File: config.mk
export PLATFORM = sky130hd
export DESIGN_NAME = modbus_tcp_response_checker_unit
export DESIGN_NICKNAME = d
export VERILOG_FILES = /design/src/hdl/mtrc_pkg.sv /design/src/hdl/mtrc_in_stage.sv /design/src/hdl/mtrc_capture.sv /design/src/hdl/mtrc_check.sv /design/src/hdl/modbus_tcp_response_checker_unit.sv
export SDC_FILE = /design/constraint.sdc
export NUM_CORES = 1
export LEC_CHECK = 0
export ABC_AREA = 1
export BUFFER_PORTS_ARGS = -buffer_cell sky130_fd_sc_hd__buf_2
export CAP_MARGIN = 15
export CORE_MARGIN = 2
export CORE_UTILIZATION = 25
export CTS_CLUSTER_DIAMETER = 50
export DETAILED_ROUTE_END_ITERATION = 6
export HOLD_SLACK_MARGIN = 0.12
export MAX_ROUTING_LAYER = met4
export PLACE_DENSITY = 0.4
export SLEW_MARGIN = 20
export SYNTH_ARGS = -nofsm -noshare
export SYNTH_HDL_FRONTEND = slang
export SYNTH_SLANG_ARGS = --single-unit
File: constraint.sdc
create_clock -name i_clk -period 3.2 [get_ports i_clk]
set_clock_uncertainty 0.1 [all_clocks]
set_input_delay 0.48 -clock i_clk [delete_from_list [all_inputs] [get_ports i_clk]]
set_output_delay 0.48 -clock i_clk [all_outputs]
set_load 0.02 [all_outputs]
File: src/hdl/mtrc_pkg.sv
// Shared types and constants for the Modbus TCP response checker.
package mtrc_pkg;

    // Default for the saturating byte counter limit.
    localparam int MAX_PACKET_BYTES_DEF = 511;

    // Packet offsets of the captured bytes.
    localparam int POS_TID_HI = 0;
    localparam int POS_TID_LO = 1;
    localparam int POS_LEN_HI = 4;
    localparam int POS_LEN_LO = 5;
    localparam int POS_FUNC   = 7;
    localparam int POS_BYTE8  = 8;

    // Size thresholds and offsets used by the checks.
    localparam int HEADER_MIN_BYTES = 7;
    localparam int PACKET_MIN_BYTES = 9;
    localparam int LENGTH_OFFSET    = 6;
    localparam int COUNT_OFFSET     = 9;

    // Bit that marks an exception response in the function byte.
    localparam logic [7:0] EXC_FLAG = 8'h80;

    // Result status codes, in order of check priority.
    typedef enum logic [2:0] {
        ST_OK      = 3'd0,
        ST_HEADER  = 3'd1,
        ST_INCOMPL = 3'd2,
        ST_EXCEPT  = 3'd3,
        ST_FUNC    = 3'd4,
        ST_LENGTH  = 3'd5,
        ST_ID      = 3'd6,
        ST_COUNT   = 3'd7
    } t_status;

    // One registered input item.
    typedef struct packed {
        logic [7:0]  data_byte;
        logic        is_last;
        logic [7:0]  expected_function;
        logic [15:0] expected_trans_id;
        logic        check_trans_id;
        logic        check_byte_count;
    } t_item;

    // Header fields captured from the current packet.
    typedef struct packed {
        logic [15:0] trans_id;
        logic [15:0] length;
        logic [7:0]  function_code;
        logic [7:0]  byte_eight;
    } t_capture;

endpackage

File: src/hdl/mtrc_in_stage.sv
// Input register stage with valid/stall handshake.
module mtrc_in_stage
    import mtrc_pkg::*;
(
    input  logic        i_clk,
    input  logic        i_rst_n,
    input  logic        i_valid,
    output logic        o_stall,
    input  t_item       i_item,
    input  logic        i_adv,
    output logic        o_fire,
    output t_item       o_item
);

    logic  r_valid;
    t_item r_item;

    // The held item moves on whenever the result side can advance.
    assign o_fire  = r_valid && i_adv;
    assign o_stall = r_valid && !i_adv;
    assign o_item  = r_item;

    // Valid flag: reload whenever the held item leaves or the stage is empty.
    always_ff @(posedge i_clk) begin
        if (!i_rst_n) begin
            r_valid <= 1'b0;
        end else if (!r_valid || i_adv) begin
            r_valid <= i_valid;
        end
    end

    // Payload is captured on each accepted item.
    always_ff @(posedge i_clk) begin
        if (i_valid && !o_stall) begin
            r_item <= i_item;
        end
    end

endmodule

File: src/hdl/mtrc_capture.sv
// Byte position counter and header field capture registers.
module mtrc_capture
    import mtrc_pkg::*;
#(
    parameter  int MAX_PACKET_BYTES = MAX_PACKET_BYTES_DEF,
    localparam int PW               = $clog2(MAX_PACKET_BYTES + 1)
) (
    input  logic          i_clk,
    input  logic          i_rst_n,
    input  logic          i_fire,
    input  logic [7:0]    i_data_byte,
    input  logic          i_is_last,
    output logic [PW-1:0] o_size,
    output t_capture      o_cap
);

    logic [PW-1:0] r_pos;
    t_capture      r_cap;
    t_capture      n_cap;

    // Merge the current byte into the captured fields by its position.
    always_comb begin
        n_cap = r_cap;
        if (r_pos == PW'(POS_TID_HI)) begin
            n_cap.trans_id[15:8] = i_data_byte;
        end
        if (r_pos == PW'(POS_TID_LO)) begin
            n_cap.trans_id[7:0] = i_data_byte;
        end
        if (r_pos == PW'(POS_LEN_HI)) begin
            n_cap.length[15:8] = i_data_byte;
        end
        if (r_pos == PW'(POS_LEN_LO)) begin
            n_cap.length[7:0] = i_data_byte;
        end
        if (r_pos == PW'(POS_FUNC)) begin
            n_cap.function_code = i_data_byte;
        end
        if (r_pos == PW'(POS_BYTE8)) begin
            n_cap.byte_eight = i_data_byte;
        end
    end

    // Packet size including the current byte, saturating at the limit.
    assign o_size = (r_pos < PW'(MAX_PACKET_BYTES)) ? r_pos + PW'(1)
                                                    : PW'(MAX_PACKET_BYTES);
    assign o_cap  = n_cap;

    // State clears after the final byte of a packet.
    always_ff @(posedge i_clk) begin
        if (!i_rst_n) begin
            r_pos <= '0;
            r_cap <= '0;
        end else if (i_fire) begin
            if (i_is_last) begin
                r_pos <= '0;
                r_cap <= '0;
            end else begin
                r_pos <= o_size;
                r_cap <= n_cap;
            end
        end
    end

endmodule

File: src/hdl/mtrc_check.sv
// Status evaluation and result output register.
module mtrc_check
    import mtrc_pkg::*;
#(
    parameter  int MAX_PACKET_BYTES = MAX_PACKET_BYTES_DEF,
    localparam int PW               = $clog2(MAX_PACKET_BYTES + 1)
) (
    input  logic          i_clk,
    input  logic          i_rst_n,
    input  logic          i_adv,
    input  logic          i_fire,
    input  t_item         i_item,
    input  logic [PW-1:0] i_size,
    input  t_capture      i_cap,
    output logic          o_valid,
    output logic [2:0]    o_status,
    output logic [7:0]    o_exception_code,
    output logic [7:0]    o_received_function,
    output logic [15:0]   o_received_trans_id
);

    t_status     n_status;
    logic [16:0] size_ext;
    logic [16:0] length_need;
    logic [16:0] count_need;
    logic        r_valid;
    t_status     r_status;
    t_capture    r_cap;
    logic        done;

    assign done        = i_fire && i_item.is_last;
    assign size_ext    = 17'(i_size);
    assign length_need = 17'(i_cap.length) + 17'(LENGTH_OFFSET);
    assign count_need  = 17'(i_cap.byte_eight) + 17'(COUNT_OFFSET);

    // Checks in priority order; the first failure gives the status.
    always_comb begin
        priority if (i_size < PW'(HEADER_MIN_BYTES)) begin
            n_status = ST_HEADER;
        end else if (i_size < PW'(PACKET_MIN_BYTES)) begin
            n_status = ST_INCOMPL;
        end else if (i_cap.function_code != i_item.expected_function) begin
            n_status = ((i_item.expected_function | EXC_FLAG) == i_cap.function_code)
                       ? ST_EXCEPT : ST_FUNC;
        end else if (size_ext < length_need) begin
            n_status = ST_LENGTH;
        end else if (i_item.check_trans_id
                     && (i_cap.trans_id != i_item.expected_trans_id)) begin
            n_status = ST_ID;
        end else if (i_item.check_byte_count && (size_ext != count_need)) begin
            n_status = ST_COUNT;
        end else begin
            n_status = ST_OK;
        end
    end

    // Result valid flag follows the output handshake.
    always_ff @(posedge i_clk) begin
        if (!i_rst_n) begin
            r_valid <= 1'b0;
        end else if (i_adv) begin
            r_valid <= done;
        end
    end

    // Result payload loads on the final byte of a packet.
    always_ff @(posedge i_clk) begin
        if (done) begin
            r_status <= n_status;
            r_cap    <= i_cap;
        end
    end

    assign o_valid             = r_valid;
    assign o_status            = r_status;
    assign o_exception_code    = r_cap.byte_eight;
    assign o_received_function = r_cap.function_code;
    assign o_received_trans_id = r_cap.trans_id;

endmodule

File: src/hdl/modbus_tcp_response_checker_unit.sv
// Top level of the Modbus TCP response checker.
//
//   Channel  Direction  Handshake           Payload
//   input    in         i_valid / o_stall   data_byte, is_last, expected fields, check enables
//   result   out        o_valid / i_stall   status, exception_code, received fields
//
// One byte is accepted every cycle unless a stalled result holds the pipeline; the byte counter and capture registers
// update in one pass between the input register and the result register.
// A result is loaded into the result register once its final byte leaves the input register.
// Reset is synchronous and active low; it clears the counter and captures.
// A stalled result holds the pipeline; a byte is still taken while the
// input register is free or moving on.
module modbus_tcp_response_checker_unit
    import mtrc_pkg::*;
#(
    parameter int MAX_PACKET_BYTES = MAX_PACKET_BYTES_DEF
) (
    input  logic        i_clk,
    input  logic        i_rst_n,
    input  logic        i_valid,
    output logic        o_stall,
    input  logic [7:0]  i_data_byte,
    input  logic        i_is_last,
    input  logic [7:0]  i_expected_function,
    input  logic [15:0] i_expected_trans_id,
    input  logic        i_check_trans_id,
    input  logic        i_check_byte_count,
    output logic        o_valid,
    input  logic        i_stall,
    output logic [2:0]  o_status,
    output logic [7:0]  o_exception_code,
    output logic [7:0]  o_received_function,
    output logic [15:0] o_received_trans_id
);

    localparam int PW = $clog2(MAX_PACKET_BYTES + 1);

    t_item         in_item;
    t_item         cur_item;
    logic          adv;
    logic          fire;
    logic [PW-1:0] size;
    t_capture      cap;

    // Pack the input fields.
    always_comb begin
        in_item.data_byte         = i_data_byte;
        in_item.is_last           = i_is_last;
        in_item.expected_function = i_expected_function;
        in_item.expected_trans_id = i_expected_trans_id;
        in_item.check_trans_id    = i_check_trans_id;
        in_item.check_byte_count  = i_check_byte_count;
    end

    // The pipeline advances while the result register is empty or drained.
    assign adv = !o_valid || !i_stall;

    mtrc_in_stage u_in_stage (
        .i_clk   (i_clk),
        .i_rst_n (i_rst_n),
        .i_valid (i_valid),
        .o_stall (o_stall),
        .i_item  (in_item),
        .i_adv   (adv),
        .o_fire  (fire),
        .o_item  (cur_item)
    );

    mtrc_capture #(
        .MAX_PACKET_BYTES (MAX_PACKET_BYTES)
    ) u_capture (
        .i_clk       (i_clk),
        .i_rst_n     (i_rst_n),
        .i_fire      (fire),
        .i_data_byte (cur_item.data_byte),
        .i_is_last   (cur_item.is_last),
        .o_size      (size),
        .o_cap       (cap)
    );

    mtrc_check #(
        .MAX_PACKET_BYTES (MAX_PACKET_BYTES)
    ) u_check (
        .i_clk               (i_clk),
        .i_rst_n             (i_rst_n),
        .i_adv               (adv),
        .i_fire              (fire),
        .i_item              (cur_item),
        .i_size              (size),
        .i_cap               (cap),
        .o_valid             (o_valid),
        .o_status            (o_status),
        .o_exception_code    (o_exception_code),
        .o_received_function (o_received_function),
        .o_received_trans_id (o_received_trans_id)
    );

    // A final byte always produces a result in the next cycle.
    a_last_gives_result: assert property (@(posedge i_clk) disable iff (!i_rst_n)
        fire && cur_item.is_last |=> o_valid)
        else $error("final byte did not produce a result");

    // After a final byte the counter restarts at the first byte.
    a_last_restarts: assert property (@(posedge i_clk) disable iff (!i_rst_n)
        fire && cur_item.is_last |=> size == PW'(1))
        else $error("byte counter did not restart after a final byte");

    // The packet size never exceeds the saturation limit and is never zero.
    a_size_bounded: assert property (@(posedge i_clk) disable iff (!i_rst_n)
        (size <= PW'(MAX_PACKET_BYTES)) && (size != '0))
        else $error("packet size out of range");

endmodule
* Word level (Yosys, flattened, before mapping)
Cells that the tools add are included.
** Word-level totals
- Output and inout bits :: 37
- Register bits :: 129
- Logic and storage cells :: 64
** Operators by class
- Add/subtract/negate cells :: 3
- Equal/unequal tests :: 9
- Mux-type cells :: 15
- Order comparisons :: 4
- Reduce and logical (&&, ||, !) cells :: 15
** Operators by type and width (count)
- $mux 48 :: 1
- $mux 8 :: 6
- $eq 9x3->1 const B :: 3
- $mux 9 :: 2
- $add 16x3->17 const B :: 1
- $lt 9x17->1 :: 1
- $ne 9x17->1 :: 1
- $ne 16x16->1 :: 1
- $mux 3 :: 5
- $add 8x4->9 const B :: 1
- $add 9x1->9 const B :: 1
- $eq 9x1->1 const B :: 1
- $eq 9x4->1 const B :: 1
- $logic_not 9->1 :: 1
- $lt 9x3->1 const B :: 1
- $lt 9x4->1 const B :: 1
- $lt 9x9->1 const B :: 1
- $eq 8x8->1 :: 1
- $ne 8x8->1 :: 1
- $logic_and 1x1->1 :: 6
- $logic_not 1->1 :: 5
- $logic_or 1x1->1 :: 2
- $mux 2 :: 1
- $reduce_or 2->1 :: 1

* Logic depth before layout (Yosys ltp)
- Depth in word-level cells :: 10
- Gate-level depth with buffers :: 27

* Cells and area by module
A second synthesis with hierarchy kept.
** Second synthesis, totals
- Cell total of the unflattened synthesis :: 861
- Area, all modules :: 6889.1 um2
** Modules (own cells, without submodules)
- mtrc_capture :: times used 1, area an instance 3420.8 um2, cells an instance 531
- mtrc_check :: times used 1, area an instance 2353.5 um2, cells an instance 284
- mtrc_in_stage :: times used 1, area an instance 1111.1 um2, cells an instance 45
- modbus_tcp_response_checker_unit :: times used 1, area an instance 3.8 um2, cells an instance 1

* Worst setup path before layout
No wires, ideal clock.
- Path type :: flip-flop to flip-flop
- From :: reg u_capture.r_pos[1]
- To :: reg u_check.r_status[0] (netlist: u_check.o_status[0]) (data pin)
- Stages on the path, launching flop included :: 28
- Path slack :: -0.151 ns
- Required time :: 2.846 ns
- Period minus slack after synthesis :: 3.351 ns
- Arrival :: 2.997 ns
- Path buffers :: 1
- Cell sequence :: dfxtp_1 inv_1 ha_1 nand2_1 nor2_4 buf_6 nand3_1 nand2_1 ha_1 inv_1 nand3_2 nor2_4 nand3_2 xor2_1 ha_1 nand4_1 nor3_1 o21ai_0 nand3_1 nand2_1 nor2_1 nand3_1 nor2_2 nand2_1 nand2_1 nand2_1 nand2_1 nand2_1
** Between the ends
- Cells in the longest elaborated chain, start to end :: 10
- Elaborated cells between the ends (all ways) :: 32
- Classes of those cells :: 3 x add/sub; 4 x order compare; 9 x eq/ne; 13 x mux; 3 x reduce/logical
** RTL lines
- from (decl) :: RTL line mtrc_capture.sv:17 : logic [PW-1:0] r_pos;
- from (signal assigned) :: RTL line mtrc_capture.sv:59 : r_pos <= o_size;
- branches (longest 10 deep; another with $add 16x3->17)
- to (signal assigned) :: RTL line mtrc_check.sv:69 : r_status <= n_status;
- to (decl) :: RTL line mtrc_check.sv:27 : t_status r_status;
Several ways; the timed one is not identified.
A chain may end at the register's enable or synchronous reset.

* Final worst setup path
Same ends and word-level chain as after synthesis.

==> run metrics <==
status=complete, but fails checks; failing checks=setup timing; CP endpoint kind=flip-flop; Design Power=0.00420 W; share of layout cells above drive strength 1=0.263; Detailed Place HPWL=14700 um; global-route wire length before repair=32400 um; drt wl/cell=14.7 um; asr flop ratio synth=0; Clock Tree Buf Depth=2; Die X=169 um; number of CTS-inserted buffers=17; total number of vias=6003; synthesized flop and latch total=129; synth unique cells=41; CP Data Required Time=3.28 ns; Net count, final=1093; crit path time final=3.20 ns; count of final hold-check violations=0; Post-Layout Cell Count=1395; fin. max-slew vios=0; std cell rows=60; area growth from synthesis to layout=34.9%; Peak VDD IR=0.325 mV; fillers=2809; WL final=20500 um; Synth Cell Area=0.00679 mm2; crit-path most repeated cell=nand2_1; grt total ovfl=0; vias in the first global route=5799; RSZ-0062 raised after global routing=true; compound-cell area share of the yosys netlist=0.0943; Max Freq=312 MHz; Final GP Congestion=0.852; Detail Route Antenna Nets=0; Tot GR Track Use=0.154; arrival time at the worst endpoint=3.28 ns; final routed DRC violation total=0; largest cells by area after synthesis=edfxtp_1 31%, nand2_1 17%, dfxtp_1 17%; largest net degree at the start of global routing=58; count leader, synth=nand2_1; cell family with most CP delay=simple AND/OR/NAND/NOR gates; initial antenna violation count=0; clock-pin slew on the worst setup and hold paths=0.06 ns; CP peak stage delay=0.32 ns; Ys Warns=0; Post-Syn Instances=856; EDFF count, synth=70; router iterations before antenna repair=4; Max-cap violations=0; Post-Synth XOR/XNOR Area=0.0245; Buf/Inv on CP=3; worst hold path type=input pin to flip-flop; endpoints failing setup=1; Lkg Pwr=3.87 nW; Syn Nets=908; CTS tree=yes; worst r2r path cells=27; Power Density=459 mW/mm2; DP Cell Count=1334; mux cell area share after synthesis=0; combinational family with the most area after synthesis=simple AND/OR/NAND/NOR gates; cell area after layout=0.00916 mm2; Post-Place Setup Slack=-0.180 ns; Area after DPL=0.00823 mm2; leading area contributor after synthesis=edfxtp_1; Worst-Skew Late Latency=0.43 ns; DR iter-0 viols=372; WHS Path Cells=1; Post-Synth Simple-Gate Area=0.299; fin util=0.342; Synth Area in Adders=0.0239; Seq/Total Area, Yosys=0.483; area share of the largest cell type after synthesis=0.309; relative slew slack=0.616; Core Region=0.0268 mm2; CP startpoint kind=flip-flop; Avg Cell Area, Syn=7.94 um2; crit-path max FO=3; clock sinks=129; vias per cell=4.30; die area=0.0285 mm2; Worst-Margin Slew=0.575 ns; Root Driver=clkbuf_16; port bufs=75; Die H=169 um; cell depth of the worst setup path=27; crit path kind=flip-flop to flip-flop; fin crit share=1.00; Initial Util=0.254; Synth top cells by count=315 x nand2_1, 88 x inv_1, 70 x edfxtp_1; count of boundary I/O pins=76; Antenna Cells=0; Final WS setup=-0.00119 ns; crit path max-delay cell type=dfxtp_2; CTS H-tree lvls=4; top_reg_cell synth=edfxtp_1
[sequential cells by signal, indices dropped and copies added (netlist names)]
register,count
u_capture.r_cap,48
u_in_stage.o_item,35
u_check.o_received_trans_id,16
u_capture.r_pos,9
u_check.o_exception_code,8
u_check.o_received_function,8
u_check.o_status,3
u_check.o_valid,1
u_in_stage.r_valid,1
[stage by stage]
step / TNS (ns) / hold WS [ns]
2_1_floorplan: -0.0199 / 0.345
3_3_place_gp: -0.197 / 0.352
3_5_place_dp: -0.388 / 0.355
4_1_cts: -0.0196 / 0.122
5_1_grt: -0.727 / 0.121
6_report: -0.00119 / 0.139
[worst paths after layout]
check / start / to / slack (ns)
worst max-delay path: u_capture.r_pos[1] / u_check.o_status[0] / -0.001
worst min-delay path: i_expected_trans_id[5] / u_in_stage.o_item[7] / 0.14
worst max register to register: u_capture.r_pos[1] / u_check.o_status[0] / -0.001
worst min register to register: u_capture.r_cap[17] / u_capture.r_cap[17] / 0.36
[area by class of cell]
type,count,area [um2],share of cell area
tap,341,427,0.0466
clock inverter,15,196,0.0214
clock buffer,17,425,0.0464
inverter,96,363,0.0396
timing repair buffer,192,1350,0.147
multi-input combinational,605,3120,0.340
sequential,129,3290,0.359
[cell usage in the layout, fill, tap and decap left out, types with 3 or more instances in the layout]
| cell | Yosys | final |
|---|---|---|
| o21ai_1 | 11 | 11 |
| inv_6 | 0 | 4 |
| nand4_1 | 14 | 14 |
| o21ai_2 | 8 | 9 |
| dlygate4sd3_1 | 0 | 22 |
| dfxtp_1 | 59 | 56 |
| bufinv_16 | 0 | 3 |
| nand3_2 | 4 | 6 |
| nand3_1 | 49 | 46 |
| buf_2 | 1 | 75 |
| clkbuf_16 | 0 | 17 |
| nor2_2 | 7 | 5 |
| buf_4 | 2 | 92 |
| nor3_1 | 4 | 4 |
| xor2_1 | 14 | 14 |
| inv_8 | 0 | 4 |
| nor2_1 | 41 | 37 |
| ha_1 | 13 | 11 |
| xnor2_1 | 5 | 5 |
| o21ai_0 | 13 | 12 |
| nand2_1 | 315 | 308 |
| nor2_4 | 3 | 9 |
| o211ai_1 | 6 | 6 |
| inv_1 | 88 | 84 |
| edfxtp_1 | 70 | 70 |
| inv_2 | 7 | 11 |
| buf_12 | 0 | 3 |
| nand2_2 | 8 | 15 |
| a21oi_1 | 68 | 68 |
| nand2_4 | 4 | 4 |
[cells by family (layout without fill, tap and decap cells)]
| family | Yosys count | in the layout |
|---|---|---|
| simple gates | 459 | 459 |
| flops | 129 | 129 |
| buf+inv | 122 | 320 |
| compound gates | 114 | 114 |
| xor+xnor | 19 | 19 |
| fa+ha+maj | 13 | 13 |
[report_power, final]
part / internal (W) / switching [W] / total [W]
Clock: 0.00126 / 0.000842 / 0.00210
Combinational: 0.000106 / 0.000182 / 0.000288
Sequential: 0.00179 / 0.0000249 / 0.00182
Total: 0.00315 / 0.00105 / 0.00420
[metal layers]
metal / routed length (um) / GRT usage
met1: 10300 / 0.201
met2: 9310 / 0.242
met3: 563 / 0.0306
met4: 314 / 0.0435
met5: 0 / -
[timing repair]
item | in CTS | in global routing
resized for setup | 3 | 6
hold buffers | 20 | 2
cloned | 0 | 0
endpoints found under the setup margin | 3 | 3
pin swaps | 11 | 0
endpoints found under the hold margin | 20 | 2
buffers inserted | 5 | 2
(Power assumes the default switching activity.)
